<file path="src/ctb_pkg.sv">
`default_nettype none

package ctb_pkg;

  typedef enum logic [2:0] {
    KIND_TICK   = 3'd0,
    KIND_ADD    = 3'd1,
    KIND_START  = 3'd2,
    KIND_PAUSE  = 3'd3,
    KIND_RESET  = 3'd4,
    KIND_DELETE = 3'd5
  } kind_t;

  typedef enum logic [2:0] {
    MODE_FREE     = 3'd0,
    MODE_RESET    = 3'd1,
    MODE_RUNNING  = 3'd2,
    MODE_PAUSED   = 3'd3,
    MODE_NOTIFIED = 3'd4
  } mode_t;

  localparam int TIME_W  = 64;
  localparam int CHAN_W  = 4;
  localparam int COUNT_W = 5;
  localparam int MASK_W  = 16;
  localparam logic [COUNT_W-1:0] COUNT_MAX = '1;

  typedef struct packed {
    logic [2:0]        kind;
    logic [CHAN_W-1:0] channel;
    logic [TIME_W-1:0] now_ms;
    logic [TIME_W-1:0] preset_ms;
  } in_item_t;

  typedef struct packed {
    logic [COUNT_W-1:0] expired_count;
    logic [MASK_W-1:0]  expired_mask;
    logic [2:0]         channel_mode;
    logic [TIME_W-1:0]  channel_remaining;
  } out_item_t;

  // controller -> datapath
  typedef struct packed {
    logic capture;      // latch the accepted item, clear tick results and sweep index
    logic prep;         // read preset of the addressed channel
    logic exec;         // apply a channel command
    logic sweep_issue;  // read one channel for the tick sweep
    logic rd_issue;     // read remaining of the addressed channel
    logic out_load;     // load the result register
  } cmd_t;

  // datapath -> controller
  typedef struct packed {
    logic is_tick;
    logic sweep_last;
    logic pipe_busy;
  } stat_t;

endpackage

`default_nettype wire

</file>
<file path="src/ctb_ctrl.sv">
`default_nettype none

module ctb_ctrl (
  input  wire logic           clk,
  input  wire logic           rst_n,
  input  wire logic           in_valid,
  output logic                in_ready,
  output logic                out_valid,
  input  wire logic           out_ready,
  output ctb_pkg::cmd_t       cmd,
  input  wire ctb_pkg::stat_t stat
);

  typedef enum logic [2:0] {
    S_IDLE,
    S_DECODE,
    S_EXEC,
    S_SWEEP,
    S_DRAIN,
    S_READ,
    S_RESULT
  } state_t;

  state_t state_r, state_nxt;
  logic   out_valid_r, out_valid_nxt;
  logic   out_free;

  assign out_free  = !out_valid_r || out_ready;
  assign in_ready  = (state_r == S_IDLE);
  assign out_valid = out_valid_r;

  always_comb begin
    state_nxt     = state_r;
    out_valid_nxt = out_valid_r && !out_ready;
    cmd           = '0;
    unique case (state_r)
      S_IDLE: begin
        if (in_valid) begin
          cmd.capture = 1'b1;
          state_nxt   = S_DECODE;
        end
      end
      S_DECODE: begin
        cmd.prep  = 1'b1;
        state_nxt = stat.is_tick ? S_SWEEP : S_EXEC;
      end
      S_EXEC: begin
        cmd.exec  = 1'b1;
        state_nxt = S_READ;
      end
      S_SWEEP: begin
        cmd.sweep_issue = 1'b1;
        if (stat.sweep_last) begin
          state_nxt = S_DRAIN;
        end
      end
      S_DRAIN: begin
        if (!stat.pipe_busy) begin
          state_nxt = S_READ;
        end
      end
      S_READ: begin
        cmd.rd_issue = 1'b1;
        state_nxt    = S_RESULT;
      end
      S_RESULT: begin
        if (out_free) begin
          cmd.out_load  = 1'b1;
          out_valid_nxt = 1'b1;
          state_nxt     = S_IDLE;
        end
      end
      default: state_nxt = S_IDLE;
    endcase
  end

  always_ff @(posedge clk) begin
    if (!rst_n) begin
      state_r     <= S_IDLE;
      out_valid_r <= 1'b0;
    end else begin
      state_r     <= state_nxt;
      out_valid_r <= out_valid_nxt;
    end
  end

endmodule

`default_nettype wire

</file>
<file path="src/ctb_datapath.sv">
`default_nettype none

module ctb_datapath #(
  parameter int NUM_CHANNELS = 16
) (
  input  wire logic              clk,
  input  wire logic              rst_n,
  input  wire ctb_pkg::in_item_t in_item,
  input  wire ctb_pkg::cmd_t     cmd,
  output ctb_pkg::stat_t         stat,
  output ctb_pkg::out_item_t     out_item
);

  localparam int IDX_W = (NUM_CHANNELS > 1) ? $clog2(NUM_CHANNELS) : 1;
  localparam int TW    = ctb_pkg::TIME_W;
  localparam int CW    = ctb_pkg::COUNT_W;
  localparam int MW    = ctb_pkg::MASK_W;
  localparam logic [IDX_W-1:0] LAST_IDX = IDX_W'(NUM_CHANNELS - 1);

  // latched item
  logic [2:0]      kind_r;
  logic [IDX_W-1:0] idx_r;
  logic            ch_valid_r;
  logic [TW-1:0]   now_r;
  logic [TW-1:0]   preset_r;

  // channel modes in flops, reset to free
  ctb_pkg::mode_t  mode_r [NUM_CHANNELS];

  // channel stores
  logic [TW-1:0]   preset_mem [NUM_CHANNELS];
  logic [TW-1:0]   rem_mem    [NUM_CHANNELS];
  logic [TW-1:0]   start_mem  [NUM_CHANNELS];
  logic [TW-1:0]   preset_rd_r;
  logic [TW-1:0]   rem_rd_r;
  logic [TW-1:0]   start_rd_r;

  // sweep pipeline
  logic [IDX_W-1:0] sweep_idx_r;
  logic             p1_v_r;
  logic [IDX_W-1:0] p1_idx_r;
  logic             p2_v_r;
  logic [IDX_W-1:0] p2_idx_r;
  logic [TW-1:0]    p2_elap_r;
  logic [TW-1:0]    p2_rem_r;

  logic [CW-1:0]    count_r;
  logic [MW-1:0]    mask_r;
  ctb_pkg::out_item_t out_r;

  logic             ch_valid_in;
  logic             ch_live;
  logic [TW:0]      diff;
  logic [TW-1:0]    sweep_rem;
  logic             p2_running;
  logic             p2_expire;

  logic             rem_we;
  logic [IDX_W-1:0] rem_waddr;
  logic [TW-1:0]    rem_wdata;
  logic [IDX_W-1:0] rem_raddr;
  logic             start_we;
  logic [IDX_W-1:0] start_waddr;
  logic             preset_we;

  assign ch_valid_in = ({{(32 - ctb_pkg::CHAN_W){1'b0}}, in_item.channel})
                       < 32'(NUM_CHANNELS);
  assign ch_live     = ch_valid_r && (mode_r[idx_r] != ctb_pkg::MODE_FREE);

  // saturating countdown: remaining > elapsed keeps the difference, else zero
  assign diff       = {1'b0, p2_rem_r} - {1'b0, p2_elap_r};
  assign sweep_rem  = (diff[TW] || (diff[TW-1:0] == '0)) ? '0 : diff[TW-1:0];
  assign p2_running = p2_v_r && (mode_r[p2_idx_r] == ctb_pkg::MODE_RUNNING);
  assign p2_expire  = p2_running && (sweep_rem == '0);

  assign stat.is_tick    = (kind_r == ctb_pkg::KIND_TICK);
  assign stat.sweep_last = (sweep_idx_r == LAST_IDX);
  assign stat.pipe_busy  = p1_v_r || p2_v_r;

  // store write ports
  always_comb begin
    rem_we      = 1'b0;
    rem_waddr   = idx_r;
    rem_wdata   = preset_r;
    start_we    = 1'b0;
    start_waddr = idx_r;
    preset_we   = 1'b0;
    if (p2_running) begin
      rem_we      = 1'b1;
      rem_waddr   = p2_idx_r;
      rem_wdata   = sweep_rem;
      start_we    = 1'b1;
      start_waddr = p2_idx_r;
    end else if (cmd.exec) begin
      unique case (kind_r)
        ctb_pkg::KIND_ADD: begin
          preset_we = ch_valid_r;
          rem_we    = ch_valid_r;
        end
        ctb_pkg::KIND_START: start_we = ch_live;
        ctb_pkg::KIND_RESET: begin
          rem_we    = ch_live;
          rem_wdata = preset_rd_r;
        end
        default: ;
      endcase
    end
  end

  assign rem_raddr = cmd.sweep_issue ? sweep_idx_r : idx_r;

  always_ff @(posedge clk) begin
    if (preset_we) begin
      preset_mem[idx_r] <= preset_r;
    end
    if (cmd.prep) begin
      preset_rd_r <= preset_mem[idx_r];
    end
  end

  always_ff @(posedge clk) begin
    if (rem_we) begin
      rem_mem[rem_waddr] <= rem_wdata;
    end
    if (cmd.sweep_issue || cmd.rd_issue) begin
      rem_rd_r <= rem_mem[rem_raddr];
    end
  end

  always_ff @(posedge clk) begin
    if (start_we) begin
      start_mem[start_waddr] <= now_r;
    end
    if (cmd.sweep_issue) begin
      start_rd_r <= start_mem[sweep_idx_r];
    end
  end

  // item latch and sweep stages
  always_ff @(posedge clk) begin
    if (cmd.capture) begin
      kind_r     <= in_item.kind;
      idx_r      <= IDX_W'(in_item.channel);
      ch_valid_r <= ch_valid_in;
      now_r      <= in_item.now_ms;
      preset_r   <= in_item.preset_ms;
    end
    if (p1_v_r) begin
      p2_idx_r  <= p1_idx_r;
      p2_elap_r <= now_r - start_rd_r;
      p2_rem_r  <= rem_rd_r;
    end
    if (cmd.sweep_issue) begin
      p1_idx_r <= sweep_idx_r;
    end
    if (cmd.out_load) begin
      out_r.expired_count <= count_r;
      out_r.expired_mask  <= mask_r;
      if (ch_live) begin
        out_r.channel_mode      <= mode_r[idx_r];
        out_r.channel_remaining <= rem_rd_r;
      end else begin
        out_r.channel_mode      <= ctb_pkg::MODE_FREE;
        out_r.channel_remaining <= '0;
      end
    end
  end

  always_ff @(posedge clk) begin
    if (!rst_n) begin
      p1_v_r      <= 1'b0;
      p2_v_r      <= 1'b0;
      sweep_idx_r <= '0;
      count_r     <= '0;
      mask_r      <= '0;
    end else begin
      p1_v_r <= cmd.sweep_issue;
      p2_v_r <= p1_v_r;
      if (cmd.capture) begin
        sweep_idx_r <= '0;
        count_r     <= '0;
        mask_r      <= '0;
      end else begin
        if (cmd.sweep_issue) begin
          sweep_idx_r <= sweep_idx_r + 1'b1;
        end
        if (p2_expire) begin
          if (count_r != ctb_pkg::COUNT_MAX) begin
            count_r <= count_r + 1'b1;
          end
          // channels at 16 and above have no mask bit
          mask_r <= mask_r | (MW'(1) << p2_idx_r);
        end
      end
    end
  end

  // channel modes
  always_ff @(posedge clk) begin
    if (!rst_n) begin
      for (int i = 0; i < NUM_CHANNELS; i++) begin
        mode_r[i] <= ctb_pkg::MODE_FREE;
      end
    end else if (p2_expire) begin
      mode_r[p2_idx_r] <= ctb_pkg::MODE_NOTIFIED;
    end else if (cmd.exec) begin
      unique case (kind_r)
        ctb_pkg::KIND_ADD: begin
          if (ch_valid_r) mode_r[idx_r] <= ctb_pkg::MODE_RESET;
        end
        ctb_pkg::KIND_START: begin
          if (ch_live) mode_r[idx_r] <= ctb_pkg::MODE_RUNNING;
        end
        ctb_pkg::KIND_PAUSE: begin
          if (ch_live) mode_r[idx_r] <= ctb_pkg::MODE_PAUSED;
        end
        ctb_pkg::KIND_RESET: begin
          if (ch_live) mode_r[idx_r] <= ctb_pkg::MODE_RESET;
        end
        ctb_pkg::KIND_DELETE: begin
          if (ch_live) mode_r[idx_r] <= ctb_pkg::MODE_FREE;
        end
        default: ;
      endcase
    end
  end

  assign out_item = out_r;

endmodule

`default_nettype wire

</file>
<file path="src/countdown_timer_bank_core.sv">
// A command item is decoded, applied, then its remaining is read and its result loaded;
// a tick item runs a sweep that reads each channel's stores once, then drains and reads.
// No new item is taken until the previous result is loaded, which waits for a free output.
// A new item is taken while the previous result still waits on the output.
// Reset (rst_n, synchronous): all channels free, no result pending; the preset,
// remaining and start stores are not cleared.
`default_nettype none

module countdown_timer_bank_core #(
  parameter int NUM_CHANNELS = 16
) (
  input  wire logic               clk,
  input  wire logic               rst_n,
  input  wire logic               in_valid,
  output logic                    in_ready,
  input  wire ctb_pkg::in_item_t  in_item,
  output logic                    out_valid,
  input  wire logic               out_ready,
  output ctb_pkg::out_item_t      out_item
);

  ctb_pkg::cmd_t  cmd;
  ctb_pkg::stat_t stat;

  ctb_ctrl u_ctrl (
    .clk       (clk),
    .rst_n     (rst_n),
    .in_valid  (in_valid),
    .in_ready  (in_ready),
    .out_valid (out_valid),
    .out_ready (out_ready),
    .cmd       (cmd),
    .stat      (stat)
  );

  ctb_datapath #(
    .NUM_CHANNELS (NUM_CHANNELS)
  ) u_datapath (
    .clk      (clk),
    .rst_n    (rst_n),
    .in_item  (in_item),
    .cmd      (cmd),
    .stat     (stat),
    .out_item (out_item)
  );

endmodule

`default_nettype wire
</file>
<file path="config.mk">
export PLATFORM = sky130hd
export DESIGN_NAME = countdown_timer_bank_core
export DESIGN_NICKNAME = d
export VERILOG_FILES = /design/src/ctb_pkg.sv /design/src/ctb_ctrl.sv /design/src/ctb_datapath.sv /design/src/countdown_timer_bank_core.sv
export SDC_FILE = /design/constraint.sdc
export NUM_CORES = 2
export LEC_CHECK = 0
export ABC_AREA = 1
export BUFFER_PORTS_ARGS = -buffer_cell sky130_fd_sc_hd__buf_2
export CORE_ASPECT_RATIO = 0.8
export CORE_MARGIN = 5
export CORE_UTILIZATION = 63
export DETAILED_ROUTE_END_ITERATION = 16
export PLACE_DENSITY = 0.8
export SYNTH_ARGS = -nofsm -noshare
export SYNTH_HDL_FRONTEND = slang
export SYNTH_SLANG_ARGS = --single-unit
export TNS_END_PERCENT = 30
</file>
<file path="constraint.sdc">
create_clock -name clk -period 11.7 [get_ports clk]
set_input_delay 2.34 -clock clk [delete_from_list [all_inputs] [get_ports clk]]
set_output_delay 2.34 -clock clk [all_outputs]
set_load 0.02 [all_outputs]
</file>
Yosys cells after proc, flatten, opt, wreduce, memory -nomap -nowiden

Memory sizes are Yosys's and may differ from the RTL's. A register that Yosys moved wholly into a read port is not among the register bits.
Index checks and enable logic that the tools add are counted.

$add $sub $neg: 4
Equal/unequal tests: 18
Shift operators: 1
Muxes and demuxes: 77
Bitwise logic cells: 6
Reductions and logical operators: 19

Operators with widths:

| kind                                                               | count |
|---|---|
| 64-bit 2-to-1 mux                                                  | 4 |
| 64-bit zero test                                                   | 2 |
| 64-bit by 64-bit subtractor with 65-bit output                     | 1 |
| 64-bit subtractor                                                  | 1 |
| 1-bit 2-to-1 mux                                                   | 55 |
| 3-bit 2-to-1 mux                                                   | 10 |
| 4-bit 2-to-1 mux                                                   | 6 |
| 3-bit case mux with 7 select lines                                 | 1 |
| 16-bit bitwise OR                                                  | 1 |
| 1-bit by 4-bit left shift with 16-bit output, first input constant | 1 |
| 3-bit by 2-bit == test with 1-bit output, second input constant    | 5 |
| 3-bit == test, second input constant                               | 5 |
| 3-bit by 1-bit == test with 1-bit output, second input constant    | 2 |
| 3-bit zero test                                                    | 2 |
| 2-bit != test, second input constant                               | 3 |
| 3-bit OR reduction                                                 | 2 |
| 5-bit by 1-bit adder with 5-bit output, second input constant      | 1 |
| 5-bit != test, second input constant                               | 1 |
| 4-bit by 1-bit adder with 4-bit output, second input constant      | 1 |
| 4-bit == test, second input constant                               | 1 |
| 1-bit logical OR                                                   | 4 |
| 1-bit bitwise OR                                                   | 4 |
| 4-bit AND reduction                                                | 1 |
| 1-bit logical AND                                                  | 3 |
| 7 further kinds                                                    | 8 |

Flip-flop bits (word level): 390
Bits in writable memories: 3120
Input bits: 139
Output and inout bits: 90
Memories kept: 4

Memory list:

| name                  | depth | width | read ports | clocked after Yosys merged registers in | wr ports | line               | RTL |
|---|---|---|---|---|---|---|---|
| u_datapath.preset_mem | 16    | 64    | 1          | 1                                       | 1        | ctb_datapath.sv:31 | `logic [TW-1:0] preset_mem [NUM_CHANNELS];` |
| u_datapath.rem_mem    | 16    | 64    | 1          | 1                                       | 1        | ctb_datapath.sv:32 | `logic [TW-1:0] rem_mem [NUM_CHANNELS];` |
| u_datapath.start_mem  | 16    | 64    | 1          | 1                                       | 1        | ctb_datapath.sv:33 | `logic [TW-1:0] start_mem [NUM_CHANNELS];` |
| u_datapath.mode_r     | 16    | 3     | 2          | 2                                       | 16       | ctb_datapath.sv:28 | `ctb_pkg::mode_t mode_r [NUM_CHANNELS];` |

Depth between registers and ports, before layout

Word-level depth: 15
Mapped depth: 31
Depth with buffers taken out: 31

By module

Synthesis repeated with hierarchy kept, for this count alone.

Cell total of the unflattened synthesis: 11234
Area, all modules: 148971.6 µm²

Modules (own cells, without submodules):

| module       | times used | cells an instance | area each (µm²) | seq. area each (µm²) |
|---|---|---|---|---|
| ctb_datapath | 1          | 11185             | 148662.6        | 110936.4 |
| ctb_ctrl     | 1          | 49                | 309.0           | 80.1 |

Worst setup path before layout

OpenSTA, ideal clock, no wires.

Kind: in2reg
Start: input in_valid
End: register u_datapath.mask_r[4]
Library setup time: 0.115 ns
Arrival: 9.300 ns
Slack: 2.286 ns
Cell stages on the path: 7
Path buffers: 1
Cells stage by stage: inv_1 > nor2_1 > inv_1 > nand2_1 > clkinv_1 > clkbuf_1 > o21a_1

RTL lines:

| item                 | line                            | RTL |
|---|---|---|
| from (decl)          | countdown_timer_bank_core.sv:14 | `input wire logic in_valid,` |
| to (signal assigned) | ctb_datapath.sv:192             | `mask_r <= mask_r \| (MW'(1) << p2_idx_r);` |
| to (decl)            | ctb_datapath.sv:48              | `logic [MW-1:0] mask_r;` |

==> qor.yml <==
r2r_start: "u_datapath.p2_rem_r[0]"
hold_end: "u_datapath.out_item[81]"
ant_nets: 0
cp_slowest_stage_delay_ns: 0.68
first_pass_iters: 7
ys_seq_elements: 3710
core_sq_um: 235000
worst_slew_pin_slew_ns: 1.43
hpwl_um: 259000
grt-ovfl-total: 0
powerDensity_nw_per_um2: 182
first_global_vias: 96400
antenna_found_initial: 24
clk_path_buf_depth: 4
syn_to_final_growth_pct: 10.8
wire_per_inst_um: 30.1
grt_use_total: 0.356
synthArstFlopShare: 0
drcViolationCount: 0
cts_tree: "built"
synth_top_area_share: 0.740
htreeDepth: 5
instances_no_fill: 14900
cts_root_buf: "clkbuf_16"
clk_latency_ns: 0.93
synth_edf_count: 3671
synth_common_cells: "edfxtp_1 (3671), nor2_1 (1471), nand2_1 (1294)"
drtIter0Drc: 17400
crit_slowest_cell: "xnor2_1"
fp.dieH_um: 445
setup_violations: 0
r2r_end: "u_datapath.mode_r[8][2]"
fmaxAchievable_ghz: 0.164
rsz0062_at_grt: "no"
hold_depth: 0
synth_ff_type: "edfxtp_1"
rows: 159
synth_area_leaders: "edfxtp_1 (74%), o21ai_0 (4.0%), nor2_1 (3.7%)"
end_kind: "flop"
final.setup_skew_ns: 0.0692
cpLargestDelayFamily: "simple AND/OR/NAND/NOR gates"
critical_path_class: "reg2reg"
cp_data_required_time_ns: 12.29
place_inst: 14300
cp_data_arrival_time_ns: 6.67
synthesis.area_sq_um: 149000
vdd_drop_max_mv: 0.164
postSynthAreaPerCell_sq_um: 13.1
vias: 101000
io_pins: 229
critPathMaxFanout: 25
synth_fp_nets: 11600
dieArea_sq_um: 246000
cp.depth: 25
hold_path.startpoint: "u_datapath.mask_r[14]"
fin_crit_sh: 0.520
syn_inst: 11300
final_nets: 11800
drv_cap: 0
period_needed_ns: 6.08
cts_resized: 0
yosys.area.top_type: "edfxtp_1"
initial_core_util: 0.634
drt-total-wl_um: 449000
grt_max_degree: 222
status: "finished, final reports clean"
synth-seq-area-share: 0.746
reg2reg_setup_slack_ns: 5.62
nFillCells: 14800
cts_setup_buffers: 0
yosysWarningCount: 0
yosysMostFrequentCell: "edfxtp_1"
drt-vias-per-instance: 6.75
startpoint_type: "flop"
die_x_um: 553
hold_violations: 0
path_clk_slew_ns: 0.08
numCtsBuffers: 346
rr_worst_depth: 25
port_buffers: 228
crit_top_cell: "nand2_1"
min-delay-path-class: "reg2reg"
drive_above_1_share: 0.0895
slew_headroom: 0.0410
p_leak_uw: 0.0563
cts.sinks: 3710
holdBufCountCts: 0
fin_tns_setup_ns: 0
slew_violations: 0
grt_pass1_wl_um: 642000
ys_types: 54
gp_congestion: 0.999
cp_num_buf_inv: 2
[worst max-delay path by stage]
stage / from / to / slack (ns)
2_1_floorplan: in_valid / u_datapath.mask_r[4] / 2.29
3_3_place_gp: u_datapath.p2_rem_r[26] / u_datapath.mode_r[8][0] / 5.78
3_5_place_dp: u_datapath.p2_rem_r[26] / u_datapath.mode_r[8][0] / 5.78
4_1_cts: u_datapath.p2_rem_r[26] / u_datapath.mode_r[8][2] / 5.72
5_1_grt: u_datapath.p2_rem_r[0] / u_datapath.mode_r[8][2] / 5.54
6_report: u_datapath.p2_rem_r[0] / u_datapath.mode_r[8][2] / 5.62
[metrics by stage]
| stage | total power [uW] | util | hold WS, ns | setup slack (ns) | area, sq um |
|---|---|---|---|---|---|
| after floorplan | 17700 | - | 0.408 | 2.29 | 149000 |
| after global placement | 19000 | 0.655 | 0.417 | 5.78 | 154000 |
| after detailed placement | 19200 | 0.655 | 0.422 | 5.78 | 154000 |
| after CTS | 29900 | 0.702 | 0.438 | 5.72 | 165000 |
| after global routing | 30800 | 0.702 | 0.448 | 5.54 | 165000 |
| final | 30000 | 0.702 | 0.438 | 5.62 | 165000 |
[report_power, final]
part	leakage [uW]	total [uW]	internal, uW	switching [uW]
Sequential	0.0335	15700	15300	446
Combinational	0.0175	3350	824	2520
Clock	0.00529	11000	6150	4810
[state kept, by name, summed over array words and instances (netlist names), 5 cells and up, named ones only]
name	count
u_datapath.preset_mem	1024
u_datapath.preset_r	64
u_datapath.out_item	88
u_datapath.count_r	5
u_datapath.p2_elap_r	64
u_datapath.start_mem	1024
u_datapath.mask_r	16
u_datapath.mode_r	48
u_datapath.preset_rd_r	64
u_datapath.now_r	64
u_datapath.p2_rem_r	64
u_datapath.rem_mem	1024
u_datapath.start_rd_r	64
u_datapath.rem_rd_r	64
[cells by family after synthesis]
family	Yosys count	synth area share
compound gates	2911	0.119
xor+xnor	82	0.00482
fa+ha+maj	132	0.0112
buf+inv	1318	0.0334
flops	3710	0.746
mux	2	0.000134
simple gates	3183	0.0860
[worst register-to-register path, cell delays in order (launching register included)]
cell and delay [ns]:
edfxtp_1 0.40, inv_1 0.07, ha_1 0.18, fa_1 0.24
inv_1 0.05, nand3_1 0.10, nand2_1 0.16, nand2_1 0.09
nand2_1 0.13, nand2_1 0.09, nand2_1 0.20, xnor2_1 0.69
nand3_1 0.15, nor2_1 0.14, nand2_1 0.06, nor3_1 0.28
nand3_1 0.18, nand2_4 0.28, nand2_4 0.30, o211ai_4 0.47
nand2_4 0.40, nand2_1 0.23, nand2_1 0.12, nor2_1 0.38
nand2_1 0.21, nand2_1 0.17
[area by class of cell]
class                   instances  area [sq um]  share of cell area
inverters                     700          2670              0.0162
multi-input cells            6310         33600               0.204
clock inverters               167          1640             0.00993
clock buffers                 443          9210              0.0559
repair buffers                430          2720              0.0165
flip-flops and latches       3710        111000               0.673
well taps                    3139          3930              0.0238
diodes                         14          35.0            0.000212
[metal layers]
layer	up-vias	global-route usage	routed length, um	part of all wire
li1	42300	-	-	-
met1	48900	0.513	162000	0.36
met2	8220	0.521	197000	0.44
met3	1255	0.0871	65800	0.15
met4	12	0.167	23600	0.053
met5	-	0	74	0.00016
[layout by cell type (no fill, tap or decap), types with 29 or more instances in the layout]
| cell | instances |
|---|---|
| ha_1 | 130 |
| o22ai_1 | 327 |
| or4_1 | 64 |
| o221ai_1 | 210 |
| clkbuf_16 | 352 |
| clkinv_2 | 57 |
| dfxtp_1 | 35 |
| o21ai_0 | 1193 |
| nor2_4 | 56 |
| nor2_1 | 1415 |
| xnor2_1 | 35 |
| edfxtp_1 | 3671 |
| a21oi_1 | 414 |
| buf_2 | 228 |
| buf_4 | 197 |
| a22oi_1 | 512 |
| nand2_1 | 1291 |
| o31ai_2 | 29 |
| clkinv_1 | 66 |
| nor3_1 | 40 |
| nand3_1 | 213 |
| clkbuf_1 | 85 |
| o211ai_1 | 99 |
| xor2_1 | 47 |
| inv_1 | 672 |
Note: power is estimated with default switching activity, not from simulation.
